File: src/rtl/gae_advantage_scan_top_assert.svh
// Assertion macros for the advantage scan top level.
// Both sample on clk and stay quiet while rst_n is low.
`ifndef GAE_ADVANTAGE_SCAN_TOP_ASSERT_SVH
`define GAE_ADVANTAGE_SCAN_TOP_ASSERT_SVH

// Consequent checked in the same cycle as the antecedent
`define GAS_ASSERT_NOW(label, ante, cons, msg) \
    label: assert property (@(posedge clk) disable iff (!rst_n) (ante) |-> (cons)) \
        else $error(msg);

// Consequent checked in the cycle after the antecedent
`define GAS_ASSERT_NEXT(label, ante, cons, msg) \
    label: assert property (@(posedge clk) disable iff (!rst_n) (ante) |=> (cons)) \
        else $error(msg);

`endif

File: src/rtl/gas_pkg.sv
package gas_pkg;

    // Fixed field widths
    localparam int FRAC_BITS_DEFAULT = 16;
    localparam int DATA_W            = 32;
    localparam int FACTOR_W          = 17;
    localparam int DELTA_W           = DATA_W + 2;
    localparam int SUM_W             = DELTA_W + 1;
    localparam int CLAMP_UNITS       = 10;

    // Configuration port
    localparam int CFG_IDX_W  = 2;
    localparam int CFG_DATA_W = 32;

    typedef enum logic [CFG_IDX_W-1:0] {
        REG_DISCOUNT = 2'd0,
        REG_LAMBDA   = 2'd1,
        REG_SCALE    = 2'd2,
        REG_NORM     = 2'd3
    } cfg_reg_t;

    localparam logic [FACTOR_W-1:0] FACTOR_RESET = 17'd65536;
    localparam logic [DATA_W-1:0]   SCALE_RESET  = 32'd65536;

    // Queue between front and back
    localparam int QUEUE_DEPTH = 4;
    localparam int QUEUE_AW    = $clog2(QUEUE_DEPTH);
    localparam int QUEUE_CW    = $clog2(QUEUE_DEPTH + 1);

    // One classified step, ready for the recurrence
    typedef struct packed {
        logic signed [DELTA_W-1:0] delta;
        logic signed [DATA_W-1:0]  reward;
        logic signed [DATA_W-1:0]  value;
        logic                      cont;
        logic                      clear;
    } step_t;

    typedef struct packed {
        logic                full;
        logic                empty;
        logic [QUEUE_CW-1:0] count;
    } queue_stat_t;

    // Width of a factor in [0, 1.0]: must hold both the register and 1.0
    function automatic int factor_width(input int frac);
        return (frac + 1 > FACTOR_W) ? frac + 1 : FACTOR_W;
    endfunction

endpackage

File: src/rtl/gas_cfg.sv
module gas_cfg
    import gas_pkg::*;
#(
    parameter  int FRAC_BITS = FRAC_BITS_DEFAULT,
    localparam int GW        = factor_width(FRAC_BITS)
)
(
    input  logic                  clk,
    input  logic                  rst_n,
    input  logic                  cfg_wr_en,
    input  logic [CFG_IDX_W-1:0]  cfg_index,
    input  logic [CFG_DATA_W-1:0] cfg_data,
    output logic [GW-1:0]         gamma,
    output logic [GW-1:0]         gamma_lambda,
    output logic [DATA_W-1:0]     reward_scale,
    output logic                  normalize_enable
);

    localparam logic [GW-1:0] UNIT_ONE = GW'(1) << FRAC_BITS;

    logic [FACTOR_W-1:0] discount_reg;
    logic [FACTOR_W-1:0] lambda_reg;
    logic [DATA_W-1:0]   scale_reg;
    logic                norm_reg;
    logic [GW-1:0]       gamma_reg;
    logic [GW-1:0]       gl_reg;

    logic [FACTOR_W-1:0] discount_wr;
    logic [FACTOR_W-1:0] lambda_wr;
    logic [GW-1:0]       gamma_next;
    logic [GW-1:0]       lambda_next;
    logic [2*GW-1:0]     gl_prod;

    // Register writes
    always_ff @(posedge clk or negedge rst_n)
    begin
        if (!rst_n)
        begin
            discount_reg <= FACTOR_RESET;
            lambda_reg   <= FACTOR_RESET;
            scale_reg    <= SCALE_RESET;
            norm_reg     <= 1'b0;
        end
        else if (cfg_wr_en)
        begin
            unique case (cfg_reg_t'(cfg_index))
                REG_DISCOUNT: discount_reg <= cfg_data[FACTOR_W-1:0];
                REG_LAMBDA:   lambda_reg   <= cfg_data[FACTOR_W-1:0];
                REG_SCALE:    scale_reg    <= cfg_data[DATA_W-1:0];
                REG_NORM:     norm_reg     <= cfg_data[0];
            endcase
        end
    end

    // Factors above 1.0 are held at 1.0; gamma*lambda is formed once here.
    // A write is folded in at its own edge so the next step sees it.
    always_comb
    begin
        discount_wr = discount_reg;
        lambda_wr   = lambda_reg;
        if (cfg_wr_en && (cfg_index == REG_DISCOUNT))
            discount_wr = cfg_data[FACTOR_W-1:0];
        if (cfg_wr_en && (cfg_index == REG_LAMBDA))
            lambda_wr = cfg_data[FACTOR_W-1:0];
        gamma_next  = (GW'(discount_wr) > UNIT_ONE) ? UNIT_ONE : GW'(discount_wr);
        lambda_next = (GW'(lambda_wr) > UNIT_ONE) ? UNIT_ONE : GW'(lambda_wr);
        gl_prod     = gamma_next * lambda_next;
    end

    always_ff @(posedge clk or negedge rst_n)
    begin
        if (!rst_n)
        begin
            gamma_reg <= UNIT_ONE;
            gl_reg    <= UNIT_ONE;
        end
        else
        begin
            gamma_reg <= gamma_next;
            gl_reg    <= gl_prod[FRAC_BITS +: GW];
        end
    end

    assign gamma            = gamma_reg;
    assign gamma_lambda     = gl_reg;
    assign reward_scale     = scale_reg;
    assign normalize_enable = norm_reg;

endmodule

File: config.mk
export PLATFORM = sky130hd
export DESIGN_NAME = gas_cfg
export DESIGN_NICKNAME = d
export VERILOG_FILES = /design/src/rtl/gae_advantage_scan_top_assert.svh /design/src/rtl/gas_pkg.sv /design/src/rtl/gas_cfg.sv
export SDC_FILE = /design/constraint.sdc
export NUM_CORES = 1
export LEC_CHECK = 0
export BUFFER_PORTS_ARGS = -buffer_cell sky130_fd_sc_hd__buf_2
export CAP_MARGIN = 5
export CORE_MARGIN = 1
export CORE_UTILIZATION = 57
export CTS_CLUSTER_SIZE = 28
export DETAILED_ROUTE_END_ITERATION = 16
export PLACE_DENSITY_LB_ADDON = 0.1
export SLEW_MARGIN = 20
export SYNTH_ARGS = -nofsm -noshare
export SYNTH_HDL_FRONTEND = slang
export SYNTH_SLANG_ARGS = --single-unit
File: constraint.sdc
create_clock -name clk -period 6.95 [get_ports clk]
set_input_delay 1.0425 -clock clk [delete_from_list [all_inputs] [get_ports clk]]
set_output_delay 1.0425 -clock clk [all_outputs]
set_load 0.03 [all_outputs]
After elaboration in Yosys (flattened, before gate mapping)
Cells that the tools add are included.
Widths: inputs -> output; s select.

cells by class
  reduce and logical (&&, ||, !) cells = 7
  equal/unequal tests = 3
  multiplexer cells = 4
  $lt $le $gt $ge = 2
  multipliers = 1

operators with widths
  operator              count
  $mux 17               4
  $gt 17x17->1 const B  2
  $mul 17x17->33        1
  $reduce_and 2->1      4
  $eq 2x2->1 const B    2
  $eq 2x1->1 const B    1
  $logic_and 1x1->1     2
  $logic_not 2->1       1

storage, ports and cells
  register bits = 101

Depth between registers and ports, before layout
  depth in word-level cells = 6
  mapped depth = 29
  depth with buffers taken out = 26

Worst setup path after synthesis
OpenSTA, ideal clock, no wires.

  kind = input-to-reg
  start = in cfg_index[1]
  end = reg gl_reg[16] (netlist: gamma_lambda[16])
  cell stages on the path = 27
  library setup time = 0.075 ns
  slack = -1.184 ns
  data required time = 6.875 ns
  arrival = 8.059 ns
  path through = nand3b_1 -> buf_2 -> buf_6 -> mux2i_2 -> or4b_1 -> o41a_1 -> nor2_1 -> buf_2 -> nand2_1 -> fa_1 -> inv_1 -> fa_1 -> inv_1 -> fa_1 -> inv_1 -> fa_1 -> fa_1 -> inv_1 -> fa_1 -> inv_1 -> ha_1 -> a21o_1 -> o21bai_1 -> a2111oi_0 -> a211o_1 -> and3b_1 -> xnor2_1

between the ends
  word-level cells in the longest chain between the ends = 6
  elaborated cells between the ends (all ways) = 11
  those cells by class = mul: 1; order compare: 2; eq/ne: 1; mux: 4; reduce/logical: 3

RTL lines
  item                                           RTL line                      RTL
  start, declared                                gas_cfg.sv:11                 input logic [CFG_IDX_W-1:0] cfg_index,
  $eq 2x1->1 or $logic_not 2->1 (tied branches)  gas_cfg.sv:63, gas_cfg.sv:61
  $logic_and 1x1->1, on equally long branches    gas_cfg.sv:63, gas_cfg.sv:61
  $mux 17, on equally long branches              gas_cfg.sv:63, gas_cfg.sv:61
  $gt 17x17->1, on equally long branches         gas_cfg.sv:66, gas_cfg.sv:65
  $mux 17, on equally long branches              gas_cfg.sv:66, gas_cfg.sv:65
  $mul 17x17->33 *                               gas_cfg.sv:67                 gl_prod = gamma_next * lambda_next;
  named net gl_prod[32]                          gas_cfg.sv:32                 logic [2*GW-1:0] gl_prod;
  end signal, assigned                           gas_cfg.sv:80                 gl_reg <= gl_prod[FRAC_BITS +: GW];
  end, declared                                  gas_cfg.sv:26                 logic [GW-1:0] gl_reg;

The timed path passes the listed nets; every way through them passes the cells marked *.
A chain may end at the register's enable or synchronous reset.

Worst setup path in the final report
  start = in cfg_index[1]
  end = reg gl_reg[11] (netlist: gamma_lambda[11])

The elaborated chain is that of the path after synthesis.

==> results_dict.tcl <==
set metrics [dict create \
    fp.dieH_um 151 \
    cts.sinks 101 \
    route.met3.wl_um 2060 \
    min_period_ps 7960 \
    synthArstFlopShare_pct 100 \
    wl_met2_um 17400 \
    nets 2053 \
    status "complete, but fails checks" \
    dp_slack_ps -1740 \
    holdPathStages 1 \
    ant_nets 0 \
    drive_gt1_share_pct 34.2 \
    gr-total-overflow 0 \
    worst-slew-pin-transition_ps 893 \
    cp.required_ps 7220 \
    firstDrtPassIters 5 \
    cts.clk_slew.worst_paths_ps 80 \
    syn_nets 1692 \
    antenna_found_initial 0 \
    whs_ps 503 \
    numCtsBuffers 9 \
    wirelength_um 35300 \
    antenna_cells 0 \
    hold_class "reg2reg" \
    gp_congestion 0.933 \
    skew_ps 12.6 \
    wl_met1_um 14800 \
    drc 0 \
    dieWidth_um 151 \
    synth_edf_count 0 \
    synth.distinct_cells 55 \
    htree_levels 3 \
    end_kind "flip-flop" \
    rows 54 \
    avgSynthCellArea_um2 9.53 \
    worstPathMaxFanout 9 \
    tns_ps -13960 \
    grt_pass1_wl_um 56300 \
    synth_warnings 0 \
    reg2reg_from "lambda_reg[8]" \
    final_cell_mix "302 x inv_1, 254 x buf_4, 215 x fa_1" \
    p_per_area_mw_per_mm2 466 \
    ios 104 \
    reg2reg_to "gamma_lambda[11]" \
    rsz0062_at_grt "true" \
    slew_headroom_pct 40.4 \
    vias 10423 \
    avgRoutedWirePerCell_um 17.8 \
    dieArea_mm2 0.0229 \
    clk_latency_ps 370 \
    cts_tree "done" \
    finalCoreUtilization_pct 77.1 \
    regArea_mm2 0.00253 \
    syn2layout_area_growth_pct 32.5 \
    multi_input_area_mm2 0.00951 \
    drt_iter0_drc 621 \
    hold_viol_final 0 \
    num-fill-cells 1554 \
    path_class "in2reg" \
    viasPerCell 5.27 \
    track_usage_pct 32.8 \
    ir_worst_vdd_uv 1320 \
    r2r_cells 26 \
    layout_commonest_cell "inv_1" \
    max_cap_viol_count 0 \
    post-route-period-util_pct 115 \
    holdBufCountCts 0 \
    ys_seq_area_share_pct 20.0 \
    final_max_slew_viol_count 0 \
    p_leak_nw 8.74 \
    crit_arrival_ps 8230 \
    grt_max_degree 69 \
    violations "setup timing" \
    io_buffers 103 \
    largest_reg_flops 32 \
    synth-seq-cells 101 \
    syn_area_mm2 0.0127 \
    critPathLaunchType "input port" \
    highest_layer "met4" \
    cts-root-buf "clkbuf_16" \
    reg2reg_slack_ps -220 \
    fmax_mhz 126 \
    clk_path_buf_depth 2 \
    synthCells 1332 \
    ys.flop_type "dfrtp_1" \
    fp.coreArea_mm2 0.0218 \
    dp_hpwl_um 28700 \
    initial_utilization_pct 58.2 \
    hold_start "reward_scale[31]" \
    fin_ws_ps -1010 \
    final-setup-viol-count 17 \
    hold_end "reward_scale[31]" \
    grt_pass1_vias 10908 \
]
==> through the flow <==
stage / total power, mW / area, um2 / cells
after floorplan: 4.46 / 13000 / 1332
after global placement: 6.61 / 15700 / 1928
after detailed placement: 6.66 / 15700 / 1928
after CTS: 7.67 / 16300 / 1949
after global routing: 8.59 / 16800 / 1978
final: 7.84 / 16800 / 1978
==> report_power, final <==
part	leakage (nW)	total [mW]	internal, mW	switching [mW]
Clock	0.157	0.561	0.290	0.271
Combinational	7.37	6.47	3.00	3.47
Sequential	1.21	0.813	0.763	0.0501
==> cells by family after synthesis <==
family                   share of synthesized area (%)
AND/OR/NAND/NOR                                   12.6
buffers and inverters                             10.9
adder cells (fa/ha/maj)                           44.9
flip-flops                                        20.0
AO/OA/AOI/OAI                                     4.60
multiplexers                                      5.75
XOR/XNOR                                          1.24
==> worst max-delay path: stages <==
cell,delay (ps)
buf_2,100
nand3b_1,210
buf_12,190
mux2_2,280
or4b_4,550
o41a_1,530
buf_4,210
nor2_4,110
buf_4,160
nand2_1,60
fa_1,490
inv_1,60
fa_1,480
fa_1,610
fa_1,460
fa_1,500
inv_1,50
fa_1,470
inv_1,60
ha_4,230
a21oi_4,150
o31ai_4,70
buf_6,140
a211oi_4,290
buf_6,170
nor3_4,50
or4_1,400
o311ai_1,100
==> routing by layer <==
metal	GRT usage, %	up-vias
met3	4.94	58
met2	55.8	373
met5	0	-
met1	43.4	5215
li1	-	4777
met4	9.65	0
==> final cells by class <==
cell class,instances,share of cell area (%)
multi-input combinational,872,56.5
timing repair buffer,387,17.2
sequential,101,15.1
inverter,322,7.26
tap,280,2.08
clock buffer,9,1.34
clock inverter,7,0.543
==> synth_stat cells (3+ instances only) <==
cell type	n	area (um2)
a211oi_1	12	90.1
a21o_1	5	37.5
a21oi_1	19	95.1
a31oi_1	4	25.0
and2_1	3	18.8
and3_1	3	18.8
and4_1	4	35.0
buf_2	20	100
clkbuf_1	13	48.8
clkinv_1	6	22.5
dfrtp_1	96	2400
dfstp_2	5	131
fa_1	221	4420
ha_1	102	1280
inv_1	316	1190
mux2_2	38	428
mux2i_1	26	260
mux2i_2	3	41.3
nand2_1	191	717
nand3_1	7	35.0
nand3b_1	3	22.5
nand4_1	8	50.1
nor2_1	118	443
nor2_2	7	43.8
nor3_1	28	140
o211ai_1	4	30.0
o21ai_0	15	75.1
o21bai_1	3	22.5
o311ai_0	3	26.3
xnor2_1	16	140
==> repair_timing <==
action / in CTS / in global routing
cloned: 0 / 3
setup buffers: 5 / 26
gates resized for setup: 72 / 66
endpoints found under the setup margin: 17 / 17
pin swaps: 20 / 34
==> worst max path at each step <==
stage            startpoint                to  cells after the start
2_1_floorplan  cfg_index[1]  gamma_lambda[16]                     26
3_3_place_gp   cfg_index[1]  gamma_lambda[11]                     29
3_5_place_dp   cfg_index[1]  gamma_lambda[11]                     30
4_1_cts        cfg_index[1]  gamma_lambda[11]                     28
5_1_grt        cfg_index[1]  gamma_lambda[16]                     30
6_report       cfg_index[1]  gamma_lambda[11]                     28
Note: power is estimated with default switching activity, not from simulation.
