**config.mk**
```make
export PLATFORM = sky130hd
export DESIGN_NAME = gas_queue
export DESIGN_NICKNAME = d
export VERILOG_FILES = /design/src/rtl/gae_advantage_scan_top_assert.svh /design/src/rtl/gas_pkg.sv /design/src/rtl/gas_queue.sv
export SDC_FILE = /design/constraint.sdc
export NUM_CORES = 1
export LEC_CHECK = 0
export BUFFER_PORTS_ARGS = -buffer_cell sky130_fd_sc_hd__buf_2
export CAP_MARGIN = 10
export CORE_MARGIN = 5
export CORE_UTILIZATION = 61
export DETAILED_ROUTE_END_ITERATION = 10
export GPL_TIMING_DRIVEN = 0
export PLACE_DENSITY = 0.94
export SYNTH_ARGS = -nofsm -noshare
export SYNTH_HDL_FRONTEND = slang
export SYNTH_SLANG_ARGS = --single-unit
```
**constraint.sdc**
```tcl
create_clock -name clk -period 5.4 [get_ports clk]
set_clock_uncertainty 0.15 [all_clocks]
set_input_delay 0.27 -clock clk [delete_from_list [all_inputs] [get_ports clk]]
set_output_delay 0.27 -clock clk [all_outputs]
set_load 0.02 [all_outputs]
```
**src/rtl/gae_advantage_scan_top_assert.svh**
```systemverilog
// Assertion macros for the advantage scan top level.
// Both sample on clk and stay quiet while rst_n is low.
`ifndef GAE_ADVANTAGE_SCAN_TOP_ASSERT_SVH
`define GAE_ADVANTAGE_SCAN_TOP_ASSERT_SVH

// Consequent checked in the same cycle as the antecedent
`define GAS_ASSERT_NOW(label, ante, cons, msg) \
    label: assert property (@(posedge clk) disable iff (!rst_n) (ante) |-> (cons)) \
        else $error(msg);

// Consequent checked in the cycle after the antecedent
`define GAS_ASSERT_NEXT(label, ante, cons, msg) \
    label: assert property (@(posedge clk) disable iff (!rst_n) (ante) |=> (cons)) \
        else $error(msg);

`endif

```
**src/rtl/gas_pkg.sv**
```systemverilog
package gas_pkg;

    // Fixed field widths
    localparam int FRAC_BITS_DEFAULT = 16;
    localparam int DATA_W            = 32;
    localparam int FACTOR_W          = 17;
    localparam int DELTA_W           = DATA_W + 2;
    localparam int SUM_W             = DELTA_W + 1;
    localparam int CLAMP_UNITS       = 10;

    // Configuration port
    localparam int CFG_IDX_W  = 2;
    localparam int CFG_DATA_W = 32;

    typedef enum logic [CFG_IDX_W-1:0] {
        REG_DISCOUNT = 2'd0,
        REG_LAMBDA   = 2'd1,
        REG_SCALE    = 2'd2,
        REG_NORM     = 2'd3
    } cfg_reg_t;

    localparam logic [FACTOR_W-1:0] FACTOR_RESET = 17'd65536;
    localparam logic [DATA_W-1:0]   SCALE_RESET  = 32'd65536;

    // Queue between front and back
    localparam int QUEUE_DEPTH = 4;
    localparam int QUEUE_AW    = $clog2(QUEUE_DEPTH);
    localparam int QUEUE_CW    = $clog2(QUEUE_DEPTH + 1);

    // One classified step, ready for the recurrence
    typedef struct packed {
        logic signed [DELTA_W-1:0] delta;
        logic signed [DATA_W-1:0]  reward;
        logic signed [DATA_W-1:0]  value;
        logic                      cont;
        logic                      clear;
    } step_t;

    typedef struct packed {
        logic                full;
        logic                empty;
        logic [QUEUE_CW-1:0] count;
    } queue_stat_t;

    // Width of a factor in [0, 1.0]: must hold both the register and 1.0
    function automatic int factor_width(input int frac);
        return (frac + 1 > FACTOR_W) ? frac + 1 : FACTOR_W;
    endfunction

endpackage

```
**src/rtl/gas_queue.sv**
```systemverilog
module gas_queue
    import gas_pkg::*;
(
    input  logic        clk,
    input  logic        rst_n,
    input  logic        push,
    input  step_t       push_data,
    input  logic        pop,
    output step_t       pop_data,
    output queue_stat_t stat
);

    step_t               mem_reg [QUEUE_DEPTH];
    logic [QUEUE_AW-1:0] wr_ptr_reg;
    logic [QUEUE_AW-1:0] rd_ptr_reg;
    logic [QUEUE_CW-1:0] count_reg;
    logic [QUEUE_CW-1:0] count_next;

    // Entry storage
    always_ff @(posedge clk)
    begin
        if (push)
            mem_reg[wr_ptr_reg] <= push_data;
    end

    always_comb
    begin
        count_next = count_reg;
        if (push && !pop)
            count_next = count_reg + QUEUE_CW'(1);
        else if (pop && !push)
            count_next = count_reg - QUEUE_CW'(1);
    end

    // Pointers and fill level
    always_ff @(posedge clk or negedge rst_n)
    begin
        if (!rst_n)
        begin
            wr_ptr_reg <= '0;
            rd_ptr_reg <= '0;
            count_reg  <= '0;
        end
        else
        begin
            if (push)
                wr_ptr_reg <= wr_ptr_reg + QUEUE_AW'(1);
            if (pop)
                rd_ptr_reg <= rd_ptr_reg + QUEUE_AW'(1);
            count_reg <= count_next;
        end
    end

    assign pop_data   = mem_reg[rd_ptr_reg];
    assign stat.full  = (count_reg == QUEUE_CW'(QUEUE_DEPTH));
    assign stat.empty = (count_reg == '0);
    assign stat.count = count_reg;

endmodule

```
# == Yosys cells after proc, flatten, opt, wreduce, memory -nomap -nowiden ==
# Memory sizes are Yosys's and may differ from the RTL's.
# Index checks and enable logic that the tools add are counted.
# totals
ff_bits,7
latch_bits,0
mem_bits_rw,400
romBits,0
in_bits,104
output_inout_bits,105
wordCells,19
mem_count,1
# classes
addsub,4
n_mul,0
n_div,0
n_lt_le_gt_ge,0
n_eq_ne,1
n_shift,0
mux,4
n_bitwise,0
reduce_logical,6
# mem_list
memory,words,word_bits,rd,rd_clocked_by_memory_dff,write_ports,line_no,text
mem_reg,4,100,1,0,1,gas_queue.sv:13,step_t mem_reg [QUEUE_DEPTH];
# ops
op,n
two-way mux 3 bit,2
adder 2 x 1 -> 2 bit (second input constant),2
adder 3 x 1 -> 3 bit (second input constant),1
== test 3 bit (second input constant),1
zero test 3 bit,1
subtractor 3 x 1 -> 3 bit (second input constant),1
logical AND 1 bit,2
zero test 1 bit,2
two-way mux 1 bit,2
nonzero test 2 bit,1

# == Logic depth before layout (Yosys ltp) ==
# Gate-level depths: netlist (run 1).
# depth
ltp_word,4
mapped_depth,7
ltp_nobuf,7

# == Worst setup path before layout (run 1) ==
# Ideal clock, no wire load.
# synth_path
path_kind,reg-to-reg
from,reg wr_ptr_reg[0]
to,"mem mem_reg[2][0] (netlist name), enable pin"
setup_ps,470
arrival_time_ps,2926
required_ps,4780
path_slack_ps,1853
path_stages_with_launch,4
n_path_buf,0
synth_period_minus_slack_ps,3547
cell_sequence,dfrtp_1 -> inv_1 -> ha_1 -> and2_1
# synth_rtl
element,line_no,text
start: declaration,gas_queue.sv:14,logic [QUEUE_AW-1:0] wr_ptr_reg;
start signal: assignment,gas_queue.sv:47,wr_ptr_reg <= wr_ptr_reg + QUEUE_AW'(1);
end: declaration,gas_queue.sv:13,
# Straight into the memory's write port.

==> results of run 1 <==
==> power groups by stage <==
| stage | registers, mW | clock network [mW] | logic, mW |
|---|---|---|---|
| final | 4.30 | 2.51 | 3.35 |
| after global routing | 4.35 | 2.72 | 3.56 |
| after floorplan | 4.35 | 0 | 2.23 |
| after global placement | 4.40 | 0 | 3.18 |
| after CTS | 4.29 | 2.54 | 3.38 |
| after detailed placement | 4.35 | 0 | 3.29 |
==> through the flow <==
step	util, %	power (mW)	instance area (µm²)
floorplan	-	6.580	14820
global placement	67.50	7.580	16270
detailed placement	68.00	7.643	16390
CTS	77.17	10.20	18600
global route	77.18	10.62	18610
finish	77.18	10.16	18610
==> cells in the final DEF, fill, tap and decap left out <==
cell type / synthesis / routed
edfxtp_1: 400 / 400
buf_2: 10 / 218
dlygate4sd3_1: 0 / 104
mux4_2: 100 / 100
clkbuf_16: 0 / 41
clkbuf_1: 1 / 13
buf_6: 9 / 9
clkinv_1: 0 / 7
dfrtp_1: 7 / 7
clkinv_2: 0 / 6
ha_1: 5 / 5
inv_1: 4 / 4
and2_4: 0 / 4
xor2_1: 4 / 4
buf_16: 0 / 4
buf_4: 2 / 2
xnor2_1: 2 / 2
nand2_1: 2 / 2
diode_2: 0 / 1
nor3_1: 1 / 1
nor3b_1: 1 / 1
mux2_2: 1 / 1
o21ai_0: 1 / 1
nor2_1: 1 / 1
fa_1: 1 / 1
bufinv_16: 0 / 1
clkbuf_8: 0 / 1
==> worst min path at each step <==
stage | startpoint | to | slack [ns] | depth (start not counted)
global placement | rst_n | count_reg[2] | -0.04 | 1
detailed placement | rst_n | count_reg[1] | -0.03 | 1
floorplan | rst_n | count_reg[0] | -0.18 | 0
CTS | push_data[85] | mem_reg[1][85] | 0.33 | 2
global route | push_data[85] | mem_reg[1][85] | 0.34 | 2
finish | push_data[85] | mem_reg[1][85] | 0.34 | 2
==> what timing repair did <==
| action | CTS | global route |
|---|---|---|
| hold endpoints to repair | 411 | 0 |
| endpoints found under the setup margin | 0 | 0 |
| hold buffers | 104 | 0 |
==> layer usage <==
metal | wire [µm] | up-vias
met5 | 0 | -
met4 | 1148 | 0
met3 | 2014 | 77
met2 | 16560 | 326
met1 | 11390 | 3769
li1 | - | 3109
==> area by class of cell <==
class                           instances  area [µm²]  share of cell area [%]
Sequential cell                       407       12190                   65.50
Multi-Input combinational cell        123        2462                   13.23
Timing Repair Buffer                  316        2192                   11.78
Clock buffer                           54        1085                   5.831
Tap cell                              324       405.4                   2.179
Buffer                                 22       170.2                  0.9146
Clock inverter                         14       86.33                  0.4640
Inverter                                4       15.01                 0.08070
Antenna cell                            1       2.502                 0.01345
==> critical path: stages, from the launching register on <==
cell     delay [ns]
dfrtp_1        0.38
buf_6          0.23
buf_6          0.21
mux4_2         0.56
buf_2          0.19
==> cells by family (layout without fill, tap and decap cells) <==
| logic type | count (synthesis) | in the layout | synth area share, % |
|---|---|---|---|
| xor gates and xnor gates | 6 | 6 | 0.3545 |
| muxes | 101 | 101 | 15.27 |
| and+or+nand+nor | 9 | 9 | 0.3291 |
| DFF | 407 | 407 | 82.21 |
| other | 0 | 1 | 0 |
| buffers and inverters | 26 | 410 | 1.249 |
| adders and majority gates | 6 | 6 | 0.5571 |
| AOI/OAI and AO/OA | 1 | 1 | 0.03373 |
==> flow_summary_export.csv, run 1 <==
group,metric,value,unit
outcome,status,"finished clean",
global_routing,gr-max-usage-layer,"met2",
clocking,post_cts_buffers,0,
sta,rsz0062_at_grt,"false",
logic_synthesis,synth.top_cell.area_share,81.03,%
sta,whs,0.3448,ns
place,gp_congestion,0.6950,
logic_synthesis,synth-main-ff-cell,"edfxtp_1",
setup_path,arrival,2.09,ns
logic_synthesis,ys_warn_count,0,
logic_synthesis,synth_edf_count,400,
place,io_buffers,208,
setup_path,ff2ff_path_depth,4,
die,die_h,165.9,µm
clocking,cts_resized,0,
power,power_frac_seq,42.3,%
clocking,cts_buffers,40,
place,dp.cells,1092,
setup_path,reg2reg_slack,3.16,ns
die,die_area,27520,µm²
power,power_density,546.3,nW/µm²
logic_synthesis,netlist-cell-type-count,19,
power,p_sw_share,31.62,%
final_layout,largest_reg_flops,400,
power,p_leak,6.491,nW
global_routing,grt_start_max_net_pins,61,
global_routing,grt_use_met3,4.880,%
setup_path,reg2reg_from,"wr_ptr_reg[0]",
logic_synthesis,netlist_area,14820,µm²
setup_path,path_class,"reg2out",
clocking,clk_pin_slew,0.06,ns
sta,clock.fmax,398.9,MHz
global_routing,grt_antenna_before_repair,1,
detailed_routing,drtIter0Drc,554,
sta,relSlewSlack,50.45,%
global_routing,grt_use_total,23.07,%
setup_path,crit_start,"rd_ptr_reg[0]",
logic_synthesis,synthCells,556,
setup_path,required,4.98,ns
logic_synthesis,synthTopCellsByCount,"edfxtp_1 (400), mux4_2 (100), buf_2 (10)",
detailed_routing,wl,31110,µm
setup_path,cp_max_fo,10,
logic_synthesis,synthTopCellsByArea,"edfxtp_1 (81%), mux4_2 (15%), dfrtp_1 (1.2%)",
clocking,clock_latency,0.51,ns
detailed_routing,ant_nets,0,
sta,min_period,2.507,ns
logic_synthesis,synth-seq-area-share,82.21,%
power,p_int,6.951,mW
global_routing,grt_overflow,0,
power,comb_power_share,33.0,%
sta,finalMaxSlewViolations,0,
worst_hold_path,hp-class,"in2reg",
final_layout,nets,1024,
sta,setup_ws,2.893,ns
logic_synthesis,ys_ff_latch,407,
final_layout,instances_no_fill,1265,
final_layout,fillers,1237,
power,p_clk_share,24.7,%
clocking,cts_max_path_buffers,3,
logic_synthesis,synth.largest_area_cell,"edfxtp_1",
sta,final-setup-viol-count,0,
clocking,root_buffer,"clkbuf_16",
detailed_routing,num_vias,7281,
logic_synthesis,async_flop_share,1.720,%
global_routing,use_met2,40.18,%
logic_synthesis,syn_nets,666,
setup_path,worstSetupEndpointType,"output pin",
die,boundaryPins,209,
global_routing,grt_first_pass_wirelength,48680,µm
sta,hold_viol,0,
die,rows,57,
setup_path,critPathLaunchType,"flop",
detailed_routing,route.detailed.drc,0,
logic_synthesis,syn_area_per_cell,26.66,µm²
setup_path,r2r_end,"mem_reg[0][42]",
detailed_routing,routedWlPerCell,24.59,µm
run,max-cap-violations,0,
die,start_util,61.50,%
detailed_routing,viasPerCell,5.756,
sta,tightest_slew,0.7433,ns
global_routing,grtUsageMet1,29.18,%
power,vdd_ir_drop_max,0.4731,mV
final_layout,final_layout_size_suffix_gt1_share,41.17,%
setup_path,endpoint,"pop_data[80]",
die,core_area,24110,µm²
global_routing,grt_pass1_vias,8214,
detailed_routing,firstDrtPassIters,4,
logic_synthesis,yosysMostFrequentCell,"edfxtp_1",
sta,fin_crit_sh,46.42,%
clocking,cts_tree,"yes",
sta,final.setup.tns,0,ns
clocking,ctsHtreeMaxLevel,2,
place,dp_slack,3.182,ns
place,dp_hpwl,17560,µm
clocking,cts.sinks,407,
power,p_sw,3.214,mW
final_layout,area_growth,25.51,%
die,die_w,165.9,µm
Power figures use the tool's default switching activity.
==> run 2, diff against run 1 <==
CORE_UTILIZATION = 51   (was 61)
PLACE_DENSITY = 0.85   (was 0.94)
clock period = 2.1 ns   (was 5.4 ns; I/O delays follow)
==> run 2 against run 1 <==
Effect of this change:
- the run now ends with setup timing left
- die area up 18%
- via count down 0.52%
- worst setup slack worse by 3.1 ns
- register-to-register slack worse by 3.1 ns
- cell count up 5.5%
- critical path depth unchanged
- final area up 2.7%
- wire length up 1.4%
- sequential share of layout area down 1.7 points
- utilization down 11 points
- total power rose to 2.7 times the previous value
- critical endpoint is now pop_data[48]
- largest cell class unchanged
- largest power group unchanged
- highest routed layer unchanged
==> flow_summary_export.csv, run 2 (same netlist as run 1, synthesis figures left out) <==
group,metric,value,unit
outcome,status,"finished with violations",
outcome,failed_checks,"setup timing",
setup_path,reg2reg_slack,0.10,ns
final_layout,fillers,1816,
setup_path,worstSetupEndpointType,"output pin",
power,vdd_ir_drop_max,0.8584,mV
die,rows,62,
clocking,cts_buffers,41,
global_routing,grt_pass1_vias,8016,
global_routing,grt_antenna_before_repair,1,
place,dp.cells,1153,
global_routing,grt_overflow,0,
final_layout,layout_commonest_cell,"edfxtp_1",
place,placed_area,16490,µm²
detailed_routing,viasPerCell,5.430,
place,dp_slack,-0.1941,ns
clocking,cts.sinks,407,
detailed_routing,wl,31540,µm
die,boundaryPins,209,
clocking,cts_tree,"yes",
sta,finalMaxSlewViolations,0,
setup_path,cp_max_fo,10,
run,max-cap-violations,0,
setup_path,r2r_end,"mem_reg[3][29]",
detailed_routing,firstDrtPassIters,6,
setup_path,crit_slowest_cell,"mux4_2",
sta,whs,0.1880,ns
global_routing,grt_use_total,19.06,%
place,gp_congestion,0.6864,
setup_path,endpoint,"pop_data[48]",
die,die_h,180.5,µm
setup_path,required,1.85,ns
clocking,root_buffer,"clkbuf_16",
global_routing,grt_start_max_net_pins,59,
die,start_util,51.65,%
die,core_area,28700,µm²
setup_path,path_cells,"buf_12 -> buf_8 -> mux4_2 -> buf_2",
worst_hold_path,hp-class,"in2reg",
sta,fin_crit_sh,109.0,%
final_layout,nets,1039,
final_layout,finish.utilization,66.58,%
detailed_routing,ant_nets,0,
die,die_area,32580,µm²
final_layout,final_cell_mix,"edfxtp_1 (400), buf_2 (184), dlygate4sd3_1 (104)",
final_layout,instances_no_fill,1334,
sta,rsz0062_at_grt,"true",
place,io_buffers,208,
clocking,clock_latency,0.52,ns
setup_path,crit_start,"rd_ptr_reg[0]",
detailed_routing,route.detailed.drc,0,
detailed_routing,num_vias,7243,
sta,hold_viol,0,
power,p_leak,6.673,nW
power,total_power,27.15,mW
final_layout,final_layout_size_suffix_gt1_share,42.57,%
detailed_routing,routedWlPerCell,23.65,µm
sta,relSlewSlack,56.36,%
sta,final-setup-viol-count,100,
power,power_density,1421,nW/µm²
final_layout,final_cell_area,19110,µm²
setup_path,crit_path_max_incr_delay,0.54,ns
sta,min_period,2.290,ns
setup_path,reg2reg_from,"wr_ptr_reg[0]",
clocking,clk_pin_slew,0.06,ns
setup_path,ff2ff_path_depth,3,
final_layout,area_growth,28.91,%
sta,clock.fmax,436.7,MHz
sta,setup_ws,-0.1898,ns
setup_path,path_class,"reg2out",
setup_path,arrival,2.03,ns
global_routing,grt_first_pass_wirelength,47450,µm
clocking,cts_max_path_buffers,3,
detailed_routing,drtIter0Drc,531,
sta,final.setup.tns,-14.42,ns
clocking,ctsHtreeMaxLevel,2,
die,die_w,180.5,µm
setup_path,critPathLaunchType,"flop",
place,dp_hpwl,17820,µm
sta,tightest_slew,0.6547,ns
final_layout,largest_reg_flops,400,
[run 2: what timing repair did]
item,4_1_cts,5_1_grt
gates resized for setup,38,44
setup buffers,3,2
hold buffers,104,0
endpoints found under the setup margin,263,193
gates cloned,4,4
hold endpoints to repair,413,0
[run 2: worst min-delay path by stage]
stage                     slack, ns             end          start  cells past startpoint
after floorplan               -0.34    count_reg[0]          rst_n                      0
after global placement        -0.20    count_reg[2]          rst_n                      1
after CTS                      0.16  mem_reg[0][74]  push_data[74]                      2
after global routing           0.17  mem_reg[1][91]  push_data[91]                      2
after detailed placement      -0.19    count_reg[2]          rst_n                      1
final                          0.19  mem_reg[1][99]  push_data[99]                      2
[run 2: layer usage]
metal / share of wire (%) / global-route usage [%] / wire length [µm] / vias up
met1: 39 / 24.36 / 12160 / 3769
met4: 1.5 / 4.235 / 468 / 0
met3: 6.5 / 4.764 / 2058 / 37
li1: - / - / - / 3149
met5: 0 / 0 / 0 / -
met2: 53 / 33.48 / 16860 / 288
[run 2: where the power goes]
group / leakage, nW / switching [mW] / internal, mW
combinational: 2.34 / 5.33 / 4.32
clock: 0.576 / 2.74 / 3.75
sequential: 3.76 / 0.391 / 10.6
[run 2: worst max-delay path, delay by kind of cell, from the launching register on]
| family | cells | cell delay [ns] |
|---|---|---|
| buffers and inverters | 3 | 0.55 |
| muxes | 1 | 0.54 |
| DFF | 1 | 0.40 |
[run 2: cell type report]
type / count / area (µm²) / area share, %
diodes: 1 / 2.502 / 0.01309
plain buffers: 22 / 267.8 / 1.401
clock buffers: 55 / 1099 / 5.749
clock inverters: 8 / 68.82 / 0.3601
inverters: 4 / 15.01 / 0.07857
multi-input cells: 128 / 2501 / 13.09
flip-flops and latches: 407 / 12190 / 63.77
well taps: 384 / 480.5 / 2.514
repair buffers: 325 / 2489 / 13.02
